$ cat src/design/rdhd_pkg.sv
// Shared types and constants for the readout datagram hit decoder.
`timescale 1ns / 1ps

package rdhd_pkg;

   // Default depth of the queue between the front and back parts.
   localparam int QUEUE_DEPTH = 4;

   localparam logic [31:0] TRAILER_WORD = 32'hffff_ffff;

   // Position of the next word within a datagram.
   typedef enum logic [3:0] {
      POS_LINK   = 4'b0001,
      POS_COUNT  = 4'b0010,
      POS_HEADER = 4'b0100,
      POS_HITS   = 4'b1000
   } pos_type;

   typedef struct packed {
      logic [31:0] raw_word;
      logic        end_of_datagram;
   } req_type;

   typedef struct packed {
      logic [5:0]  channel;
      logic [9:0]  charge;
      logic [7:0]  arrival_time;
      logic [2:0]  rel_bunch;
      logic        neighbor;
      logic [1:0]  hit_flags;
      logic [7:0]  chip_id;
      logic [11:0] bunch_id;
      logic [3:0]  header_flags;
      logic [31:0] trigger_count;
      logic [12:0] link_info;
      logic        short_error;
   } rsp_type;

   // Work handed from the front to the back: a swapped hit word or a short error,
   // with the header context captured when the word was taken.
   typedef struct packed {
      logic        short_error;
      logic [31:0] hit_word;
      logic [23:0] chip_header;
      logic [31:0] trigger_count;
      logic [12:0] link_info;
   } cmd_type;

endpackage

$ cat src/design/rdhd_front.sv
// Front part: byte swap, word position tracking, header capture, hit/trailer classification.
`timescale 1ns / 1ps

module rdhd_front (
   input  logic              clock,
   input  logic              reset,
   input  logic              accept,
   input  rdhd_pkg::req_type req_data,
   output logic              cmd_push,
   output rdhd_pkg::cmd_type cmd_data
);

   rdhd_pkg::pos_type pos_ff, pos_in;
   logic              trailer_ff, trailer_in;
   logic [12:0]       link_ff, link_in;
   logic [31:0]       count_ff, count_in;
   logic [23:0]       header_ff, header_in;
   logic [31:0]       word;
   logic              last;
   logic              is_hit;

   assign word = {req_data.raw_word[7:0], req_data.raw_word[15:8],
                  req_data.raw_word[23:16], req_data.raw_word[31:24]};
   assign last = req_data.end_of_datagram;

   always_comb begin
      pos_in     = pos_ff;
      trailer_in = trailer_ff;
      link_in    = link_ff;
      count_in   = count_ff;
      header_in  = header_ff;
      is_hit     = 1'b0;
      unique case (pos_ff)
         rdhd_pkg::POS_LINK: begin
            link_in = {word[15:10], word[8], word[5:0]};
            pos_in  = rdhd_pkg::POS_COUNT;
         end
         rdhd_pkg::POS_COUNT: begin
            count_in = word;
            pos_in   = rdhd_pkg::POS_HEADER;
         end
         rdhd_pkg::POS_HEADER: begin
            header_in = {word[31:24], word[15:0]};
            pos_in    = rdhd_pkg::POS_HITS;
         end
         rdhd_pkg::POS_HITS: begin
            if (!trailer_ff) begin
               if (word == rdhd_pkg::TRAILER_WORD) begin
                  trailer_in = 1'b1;
               end else begin
                  is_hit = 1'b1;
               end
            end
         end
         default: begin
            pos_in = rdhd_pkg::POS_LINK;
         end
      endcase
      if (last) begin
         pos_in     = rdhd_pkg::POS_LINK;
         trailer_in = 1'b0;
      end
   end

   // Short datagram: ended on word 0, 1 or 2.
   always_comb begin
      cmd_data.short_error   = last && (pos_ff != rdhd_pkg::POS_HITS);
      cmd_data.hit_word      = word;
      cmd_data.chip_header   = header_ff;
      cmd_data.trigger_count = count_ff;
      cmd_data.link_info     = link_ff;
      cmd_push               = accept && (is_hit || cmd_data.short_error);
   end

   always_ff @(posedge clock) begin
      if (reset) begin
         pos_ff     <= rdhd_pkg::POS_LINK;
         trailer_ff <= 1'b0;
         link_ff    <= '0;
         count_ff   <= '0;
         header_ff  <= '0;
      end else if (accept) begin
         pos_ff     <= pos_in;
         trailer_ff <= trailer_in;
         link_ff    <= link_in;
         count_ff   <= count_in;
         header_ff  <= header_in;
      end
   end

endmodule

$ cat src/design/rdhd_queue.sv
// Short queue of decoded work between the front and back parts.
`timescale 1ns / 1ps

module rdhd_queue #(
   parameter int DEPTH = rdhd_pkg::QUEUE_DEPTH
) (
   input  logic              clock,
   input  logic              reset,
   input  logic              push,
   input  rdhd_pkg::cmd_type push_data,
   output logic              full,
   input  logic              pop,
   output rdhd_pkg::cmd_type pop_data,
   output logic              empty
);

   localparam int PTR_W = (DEPTH > 1) ? $clog2(DEPTH) : 1;
   localparam int CNT_W = $clog2(DEPTH + 1);

   rdhd_pkg::cmd_type  slot_ff [DEPTH];
   logic [PTR_W-1:0]   wr_ptr_ff, rd_ptr_ff;
   logic [CNT_W-1:0]   count_ff;
   logic               do_push, do_pop;

   assign full     = (count_ff == CNT_W'(DEPTH));
   assign empty    = (count_ff == '0);
   assign do_push  = push && !full;
   assign do_pop   = pop && !empty;
   assign pop_data = slot_ff[rd_ptr_ff];

   function automatic logic [PTR_W-1:0] next_ptr(input logic [PTR_W-1:0] ptr);
      next_ptr = (ptr == PTR_W'(DEPTH - 1)) ? '0 : ptr + 1'b1;
   endfunction

   always_ff @(posedge clock) begin
      if (do_push) begin
         slot_ff[wr_ptr_ff] <= push_data;
      end
   end

   always_ff @(posedge clock) begin
      if (reset) begin
         wr_ptr_ff <= '0;
         rd_ptr_ff <= '0;
         count_ff  <= '0;
      end else begin
         if (do_push) begin
            wr_ptr_ff <= next_ptr(wr_ptr_ff);
         end
         if (do_pop) begin
            rd_ptr_ff <= next_ptr(rd_ptr_ff);
         end
         if (do_push && !do_pop) begin
            count_ff <= count_ff + 1'b1;
         end else if (do_pop && !do_push) begin
            count_ff <= count_ff - 1'b1;
         end
      end
   end

endmodule

$ cat src/design/rdhd_back.sv
// Back part: splits hit words into result fields and holds the result register.
`timescale 1ns / 1ps

module rdhd_back (
   input  logic              clock,
   input  logic              reset,
   input  logic              cmd_empty,
   input  rdhd_pkg::cmd_type cmd_data,
   output logic              cmd_pop,
   output logic              rsp_empty,
   input  logic              rsp_pop,
   output rdhd_pkg::rsp_type rsp_data
);

   logic              valid_ff;
   rdhd_pkg::rsp_type rsp_ff, rsp_in;
   logic [31:0]       w;
   logic [23:0]       hdr;

   assign w   = cmd_data.hit_word;
   assign hdr = cmd_data.chip_header;

   always_comb begin
      if (cmd_data.short_error) begin
         rsp_in             = '0;
         rsp_in.short_error = 1'b1;
      end else begin
         rsp_in.channel       = w[27:22];
         rsp_in.charge        = w[21:12];
         rsp_in.arrival_time  = w[11:4];
         rsp_in.rel_bunch     = w[2:0];
         rsp_in.neighbor      = w[3];
         rsp_in.hit_flags     = {w[30], w[28]};
         rsp_in.chip_id       = hdr[23:16];
         rsp_in.bunch_id      = hdr[11:0];
         rsp_in.header_flags  = hdr[15:12];
         rsp_in.trigger_count = cmd_data.trigger_count;
         rsp_in.link_info     = cmd_data.link_info;
         rsp_in.short_error   = 1'b0;
      end
   end

   // Refill the output register when it is free or being drained this cycle.
   assign cmd_pop   = !cmd_empty && (!valid_ff || rsp_pop);
   assign rsp_empty = !valid_ff;
   assign rsp_data  = rsp_ff;

   always_ff @(posedge clock) begin
      if (cmd_pop) begin
         rsp_ff <= rsp_in;
      end
   end

   always_ff @(posedge clock) begin
      if (reset) begin
         valid_ff <= 1'b0;
      end else if (cmd_pop) begin
         valid_ff <= 1'b1;
      end else if (rsp_pop) begin
         valid_ff <= 1'b0;
      end
   end

endmodule

$ cat src/design/readout_datagram_hit_decoder.sv
// Top level of the readout datagram hit decoder.
`timescale 1ns / 1ps
//
//   channel   ports                      word
//   -------   ------------------------   ----------------------------------------
//   request   req_push/req_full/req_data one raw datagram word + end marker
//   response  rsp_pop/rsp_empty/rsp_data one decoded hit or short-datagram error
//
// One request word per cycle while req_full is low. A result reaches the rsp_
// ports through a queue write, then an output register load.
// The queue (QUEUE_DEPTH entries) decouples the front from the output
// register; req_full rises only when the queue is full, and then stalls
// every word, even ones that yield no result (header, trailer, tail words).
// Synchronous reset clears position, trailer flag, headers, queue and valid.

module readout_datagram_hit_decoder #(
   parameter int QUEUE_DEPTH = rdhd_pkg::QUEUE_DEPTH
) (
   input  logic              clock,
   input  logic              reset,
   input  logic              req_push,
   output logic              req_full,
   input  rdhd_pkg::req_type req_data,
   output logic              rsp_empty,
   input  logic              rsp_pop,
   output rdhd_pkg::rsp_type rsp_data
);

   logic              accept;
   logic              cmd_push;
   rdhd_pkg::cmd_type cmd_in;
   logic              cmd_pop;
   logic              cmd_empty;
   rdhd_pkg::cmd_type cmd_out;

   // Words are taken whenever the queue has room.
   assign accept = req_push && !req_full;

   rdhd_front u_front (
      .clock    (clock),
      .reset    (reset),
      .accept   (accept),
      .req_data (req_data),
      .cmd_push (cmd_push),
      .cmd_data (cmd_in)
   );

   rdhd_queue #(
      .DEPTH (QUEUE_DEPTH)
   ) u_queue (
      .clock     (clock),
      .reset     (reset),
      .push      (cmd_push),
      .push_data (cmd_in),
      .full      (req_full),
      .pop       (cmd_pop),
      .pop_data  (cmd_out),
      .empty     (cmd_empty)
   );

   rdhd_back u_back (
      .clock     (clock),
      .reset     (reset),
      .cmd_empty (cmd_empty),
      .cmd_data  (cmd_out),
      .cmd_pop   (cmd_pop),
      .rsp_empty (rsp_empty),
      .rsp_pop   (rsp_pop),
      .rsp_data  (rsp_data)
   );

endmodule

$ cat config.mk
export PLATFORM = sky130hd
export DESIGN_NAME = readout_datagram_hit_decoder
export DESIGN_NICKNAME = d
export VERILOG_FILES = /design/src/design/rdhd_pkg.sv /design/src/design/rdhd_front.sv /design/src/design/rdhd_queue.sv /design/src/design/rdhd_back.sv /design/src/design/readout_datagram_hit_decoder.sv
export SDC_FILE = /design/constraint.sdc
export NUM_CORES = 1
export LEC_CHECK = 0
export BUFFER_PORTS_ARGS = -buffer_cell sky130_fd_sc_hd__buf_2
export CAP_MARGIN = 5
export CORE_MARGIN = 5
export CORE_UTILIZATION = 43
export DETAILED_ROUTE_END_ITERATION = 6
export SYNTH_ARGS = -nofsm -noshare
export SYNTH_HDL_FRONTEND = slang
export SYNTH_SLANG_ARGS = --single-unit
$ cat constraint.sdc
create_clock -name clock -period 13 [get_ports clock]
set_clock_uncertainty 0.05 [all_clocks]
set_input_delay 3.9 -clock clock [delete_from_list [all_inputs] [get_ports clock]]
set_output_delay 3.9 -clock clock [all_outputs]
set_load 0.02 [all_outputs]
==> impl_metrics.json, run 1 <==
{
  "htree_levels": 2,
  "clock.fmax_mhz": 144.4,
  "hp-start": "u_front.trailer_ff$_SDFFE_PP0P_",
  "post-cts-setup-buffer-count": 0,
  "initial_utilization_pct": 43.47,
  "netlist_instances": 1091,
  "synth_edf_count": 500,
  "synth_nets": 1135,
  "reg2reg_from": "u_front.pos_ff[0]$_SDFFE_PP1P_",
  "maxCapViolCount": 0,
  "worstMarginPinSlew_ns": 1.184,
  "ys_ff_latch": 584,
  "final_max_slew_viol_count": 0,
  "dp.cells": 1857,
  "swShare_pct": 28.79,
  "drive_above_1_share_pct": 27.27,
  "critPathMaxFanout": 54,
  "p_int_w": 0.003813,
  "slew_headroom_pct": 21.10,
  "syn_to_final_growth_pct": 15.86,
  "worst_ep_required_time_ns": 13.18,
  "seq_area_frac_synth_pct": 78.46,
  "synth_area_um2": 21280,
  "min_period_over_period_pct": 53.27,
  "run_status": "finished clean",
  "fill_cells": 4016,
  "finalHoldViolations": 0,
  "core_um2": 48950,
  "portBuffers": 138,
  "instances_no_fill": 1967,
  "first_pass_iters": 5,
  "pwr_density_cell_nw_per_um2": 217.2,
  "gp_congestion": 0.7176,
  "synth_cell_types": 37,
  "rsz0062_at_grt": "false",
  "num_io_pins": 139,
  "seqPwrFrac_pct": 46.6,
  "numCtsBuffers": 58,
  "clk_path_buf_depth": 3,
  "power.net_switching_w": 0.001541,
  "die_w_um": 232.5,
  "critical_path_class": "in -> reg",
  "layout_setup_ws_ns": 6.075,
  "drc": 0,
  "path_clk_slew_ns": 0.06,
  "dp_slack_ns": 5.425,
  "nNetsFinal": 1297,
  "irDropWorstVdd_mv": 0.2210,
  "grt_first_pass_wirelength_mm": 67.29,
  "grt_max_degree": 85,
  "async_flop_share_pct": 0,
  "die-area_um2": 54040,
  "antenna_left": 0,
  "die_h_um": 232.5,
  "wire_per_inst_um": 22.50,
  "cts_tree": "yes",
  "rows": 81,
  "yosys_warnings": 0,
  "clk_latency_ns": 0.59,
  "vias_per_cell": 5.150,
  "cts_resized": 0,
  "power.leakage_nw": 8.526,
  "finalSetupViolations": 0,
  "grt_overflow": 0,
  "clkSinkCount": 584,
  "routed_wl_mm": 44.26,
  "finalPower_w": 0.005355,
  "fin_tns_setup_ns": 0,
  "cts-root-buf": "clkbuf_16",
  "synth_ff_type": "edfxtp_1",
  "crit_path_start": "req_data[26]",
  "regArea_um2": 16700,
  "multi_input_comb_area_um2": 4380,
  "combPwrFrac_pct": 22.7,
  "setup.worst_path.end_class": "flop",
  "start_kind": "primary input",
  "dp_hpwl_mm": 26.35,
  "hp-class": "reg -> reg",
  "r2r_slack_ns": 9.28,
  "power.share.clock_pct": 30.7,
  "drtIter0Drc": 751,
  "avgSynthCellArea_um2": 19.51,
  "arrival_ns": 7.10,
  "vias": 10130,
  "holdBufCountCts": 0,
  "fin_util_pct": 50.37,
  "grt_pass1_vias": 10550,
  "grtUsageTotal_pct": 16.51,
  "antenna_found_initial": 5,
  "fin_crit_ns": 6.926
}
==> final cells by class <==
| class | count | share of cell area, % |
|---|---|---|
| timing repair buffer | 154 | 3.299 |
| clock buffer | 86 | 6.846 |
| tap | 664 | 3.370 |
| sequential | 584 | 67.75 |
| antenna | 1 | 0.01015 |
| inverter | 8 | 0.1218 |
| clock inverter | 23 | 0.8374 |
| multi-input combinational | 447 | 17.77 |
==> registers in the layout, indices dropped and copies added, names as in the netlist, named ones only <==
register            flops
u_back.rsp_data       100
u_front.trailer_ff      1
u_queue.rd_ptr_ff       2
u_queue.wr_ptr_ff       2
u_front.header_ff      24
u_front.link_ff        13
u_front.count_ff       32
u_front.pos_ff          4
u_queue.slot_ff       400
u_back.valid_ff         1
u_queue.count_ff        3
==> critical path: stages <==
cell and delay, ns:
buf_2 0.17, nand4_1 0.21, nor4_1 0.47, nand3_1 0.17
a22oi_1 0.92, nor2b_4 0.35, buf_4 0.39, buf_4 0.45
==> synthesized netlist by cell type, drive strengths merged (2+ instances only) <==
cell	instances	area, um^2
a21o	2	15.01
a21oi	39	195.2
a22oi	2	15.01
buf	17	95.08
clkbuf	35	131.4
dfxtp	84	1682
edfxtp	500	15010
ha	6	75.07
inv	8	30.03
mux2i	40	400.4
mux4	100	2252
nand2	67	251.5
nand2b	6	45.04
nand4	9	56.30
nor2	48	180.2
nor2b	104	650.6
nor3	4	20.02
nor3b	2	20.02
nor4	3	25.02
o21ai	2	10.01
or3	2	12.51
or4	2	18.77
xor2	2	17.52
==> power by group through the flow <==
| stage | logic [W] | clock network [W] | registers [W] |
|---|---|---|---|
| 3_5_place_dp | 0.00126 | 0 | 0.00254 |
| 4_1_cts | 0.00127 | 0.00169 | 0.00251 |
| 2_1_floorplan | 0.000667 | 0 | 0.00272 |
| 6_report | 0.00122 | 0.00164 | 0.00250 |
| 3_3_place_gp | 0.00126 | 0 | 0.00254 |
| 5_1_grt | 0.00132 | 0.00176 | 0.00253 |
==> cells in the final DEF (no fill, tap or decap), types with 2 or more instances in the layout <==
cell type	n
nor2b_4	4
o21ai_0	2
nor3_1	4
mux2i_1	40
xor2_1	2
a22oi_1	2
clkinv_2	10
clkbuf_16	59
inv_1	8
clkbuf_8	11
dfxtp_4	2
clkbuf_1	16
clkinvlp_4	3
nand2_1	67
a21o_1	2
nor2b_1	100
nor2_1	48
nand2b_1	5
buf_4	17
ha_1	6
nor4_1	2
edfxtp_1	500
inv_6	2
nand4_1	9
bufinv_16	3
dfxtp_1	82
mux4_2	99
buf_2	137
clkinv_1	4
or3_1	2
a21oi_1	38
==> final timing paths <==
check             cells after the start                          endpoint
setup / recovery                      8  u_queue.slot_ff[3][45]$_DFFE_PP_
hold / removal                        1   u_front.trailer_ff$_SDFFE_PP0P_
setup reg to reg                      6   u_queue.slot_ff[2][5]$_DFFE_PP_
hold reg to reg                       1   u_front.trailer_ff$_SDFFE_PP0P_
==> logic make-up (layout without fill, tap and decap cells) <==
kind of cell	Yosys count	count (layout)	synth area share [%]
AO/OA/AOI/OAI	47	47	1.188
XOR/XNOR	2	2	0.08233
adder cells (fa/ha/maj)	7	7	0.4468
buffers and inverters	60	271	1.205
flip-flops	584	584	78.46
multiplexers	141	141	12.52
other	0	1	0
AND/OR/NAND/NOR	250	250	6.103
==> metal layers <==
layer	vias up	track usage [%]	share of wire, %
met5	-	0	0.12
met3	72	3.575	5.4
met4	8	4.560	2.0
met2	243	26.51	48
li1	4568	-	-
met1	5239	23.14	44
==> through the flow <==
step           cell area, um^2  hold WS, ns
2_1_floorplan            21280       0.3921
3_3_place_gp             22760       0.3990
3_5_place_dp             22760       0.4272
4_1_cts                  24650       0.4436
5_1_grt                  24650       0.4597
6_report                 24650       0.4413
(Power assumes the default switching activity.)
==> inputs of run 2 (changes only) <==
==> constraint.sdc (replaced) <==
create_clock -name clock -period 6.6 [get_ports clock]
set_clock_uncertainty 0.05 [all_clocks]
set_input_delay 1.98 -clock clock [delete_from_list [all_inputs] [get_ports clock]]
set_output_delay 1.98 -clock clock [all_outputs]
set_load 0.02 [all_outputs]
==> impl_metrics.json, run 2 (synthesized netlist as in run 1, its figures left out) <==
{
  "run_status": "finished clean",
  "instances_no_fill": 1974,
  "dp_hpwl_mm": 26.21,
  "slew_headroom_pct": 20.33,
  "vias_per_cell": 5.166,
  "power.share.clock_pct": 31.6,
  "r2r_slack_ns": 3.32,
  "antenna_found_initial": 6,
  "grt_overflow": 0,
  "hp-start": "u_front.trailer_ff$_SDFFE_PP0P_",
  "p_int_w": 0.007636,
  "path_cells": "buf_2, nand4_1, nor4_1, nand3_1, a22oi_1, buf_4, inv_1, ha_1, inv_1, fa_1, xor2_1, or3_1, a21oi_1",
  "rows": 81,
  "wire_per_inst_um": 22.48,
  "path_clk_slew_ns": 0.07,
  "initial_utilization_pct": 43.47,
  "multi_input_comb_area_um2": 4380,
  "min_period_over_period_pct": 61.62,
  "power.net_switching_w": 0.003077,
  "fin_crit_ns": 4.067,
  "drive_above_1_share_pct": 27.98,
  "nNetsFinal": 1302,
  "grt_pass1_vias": 10690,
  "seqPwrFrac_pct": 46.0,
  "drc": 0,
  "rsz0062_at_grt": "false",
  "drtIter0Drc": 793,
  "antenna_left": 0,
  "clk_latency_ns": 0.60,
  "clock.fmax_mhz": 245.9,
  "regArea_um2": 16700,
  "hp-class": "reg -> reg",
  "pwr_density_cell_nw_per_um2": 431.5,
  "path_buf_inv": 4,
  "crit_end": "u_queue.count_ff[2]$_SDFFE_PP0P_",
  "syn_to_final_growth_pct": 16.68,
  "reg2reg_to": "u_back.rsp_data[72]$_SDFFCE_PP0P_",
  "arrival_ns": 4.54,
  "ff2ff_path_depth": 3,
  "holdWs_ns": 0.4267,
  "worst_ep_required_time_ns": 7.08,
  "dp.cells": 1860,
  "layout_setup_ws_ns": 2.533,
  "grt_first_pass_wirelength_mm": 67.95,
  "critical_path_class": "in -> reg",
  "combPwrFrac_pct": 22.4,
  "gp_congestion": 0.7189,
  "die_h_um": 232.5,
  "clk_path_buf_depth": 3,
  "finalPower_w": 0.01071,
  "layout_commonest_cell": "edfxtp_1",
  "portBuffers": 138,
  "cpLargestDelayFamily": "simple AND/OR/NAND/NOR gates",
  "crit_path_start": "req_data[21]",
  "swShare_pct": 28.72,
  "cts_tree": "yes",
  "layout_common_cells": "edfxtp_1 (500), buf_2 (137), nor2b_1 (100)",
  "fin_util_pct": 50.72,
  "vias": 10200,
  "maxCapViolCount": 0,
  "fill_cells": 3955,
  "final_max_slew_viol_count": 0,
  "routed_wl_mm": 44.37,
  "finalSetupViolations": 0,
  "cp.depth": 13,
  "power.leakage_nw": 8.604,
  "cts_resized": 0,
  "largest_register": "u_queue.slot_ff",
  "crit_path_top_delay_cell": "nor4_1",
  "post-cts-setup-buffer-count": 0,
  "start_kind": "primary input",
  "num_io_pins": 139,
  "numCtsBuffers": 60,
  "die_w_um": 232.5,
  "htree_levels": 2,
  "dp_slack_ns": 1.898,
  "setup.worst_path.end_class": "flop",
  "max_stage_delay_ns": 0.51,
  "largest_reg_flops": 400,
  "irDropWorstVdd_mv": 0.4294,
  "finalHoldViolations": 0,
  "clkSinkCount": 584,
  "grt_max_degree": 85,
  "cp_common_cell": "inv_1",
  "die-area_um2": 54040,
  "cts-root-buf": "clkbuf_16",
  "critPathMaxFanout": 8,
  "core_um2": 48950,
  "worstMarginPinSlew_ns": 1.186,
  "first_pass_iters": 5,
  "grtUsageTotal_pct": 16.61,
  "holdBufCountCts": 0
}
## run 2: per-layer routing
layer / GRT usage [%] / part of all wire (%) / wire length (um) / vias up
li1: - / - / - / 4568
met3: 3.466 / 6.2 / 2733 / 63
met1: 23.71 / 44 / 19460 / 5291
met2: 26.30 / 48 / 21290 / 267
met4: 4.615 / 1.9 / 835 / 8
met5: 0 / 0.13 / 58 / -
## run 2: power groups by stage
stage          Sequential, W  Clock (W)  Combinational (W)
6_report             0.00493    0.00339            0.00240
3_5_place_dp         0.00502          0            0.00248
2_1_floorplan        0.00532          0            0.00131
4_1_cts              0.00495    0.00347            0.00249
3_3_place_gp         0.00502          0            0.00247
5_1_grt              0.00499    0.00364            0.00260
## run 2: final cells by class
cell class | count | share of cell area, %
sequential | 584 | 67.27
multi-input combinational | 447 | 17.64
clock buffer | 89 | 7.226
timing repair buffer | 157 | 3.467
tap | 664 | 3.346
clock inverter | 23 | 0.9070
inverter | 8 | 0.1209
antenna | 2 | 0.02016
## run 2: worst min-delay path by stage
stage,depth (start not counted),to,slack [ns]
after floorplan,1,u_front.trailer_ff$_SDFFE_PP0P_,0.39
after detailed placement,1,u_front.trailer_ff$_SDFFE_PP0P_,0.41
after CTS,1,u_front.trailer_ff$_SDFFE_PP0P_,0.43
final,1,u_front.trailer_ff$_SDFFE_PP0P_,0.43
after global placement,1,u_front.trailer_ff$_SDFFE_PP0P_,0.40
after global routing,1,u_front.trailer_ff$_SDFFE_PP0P_,0.45
## run 2: metrics by stage
| stage | instance area [um^2] | TNS, ns |
|---|---|---|
| detailed placement | 22810 | 0 |
| global placement | 22810 | 0 |
| finish | 24830 | 0 |
| global route | 24830 | 0 |
| floorplan | 21280 | -359.53 |
| CTS | 24830 | 0 |
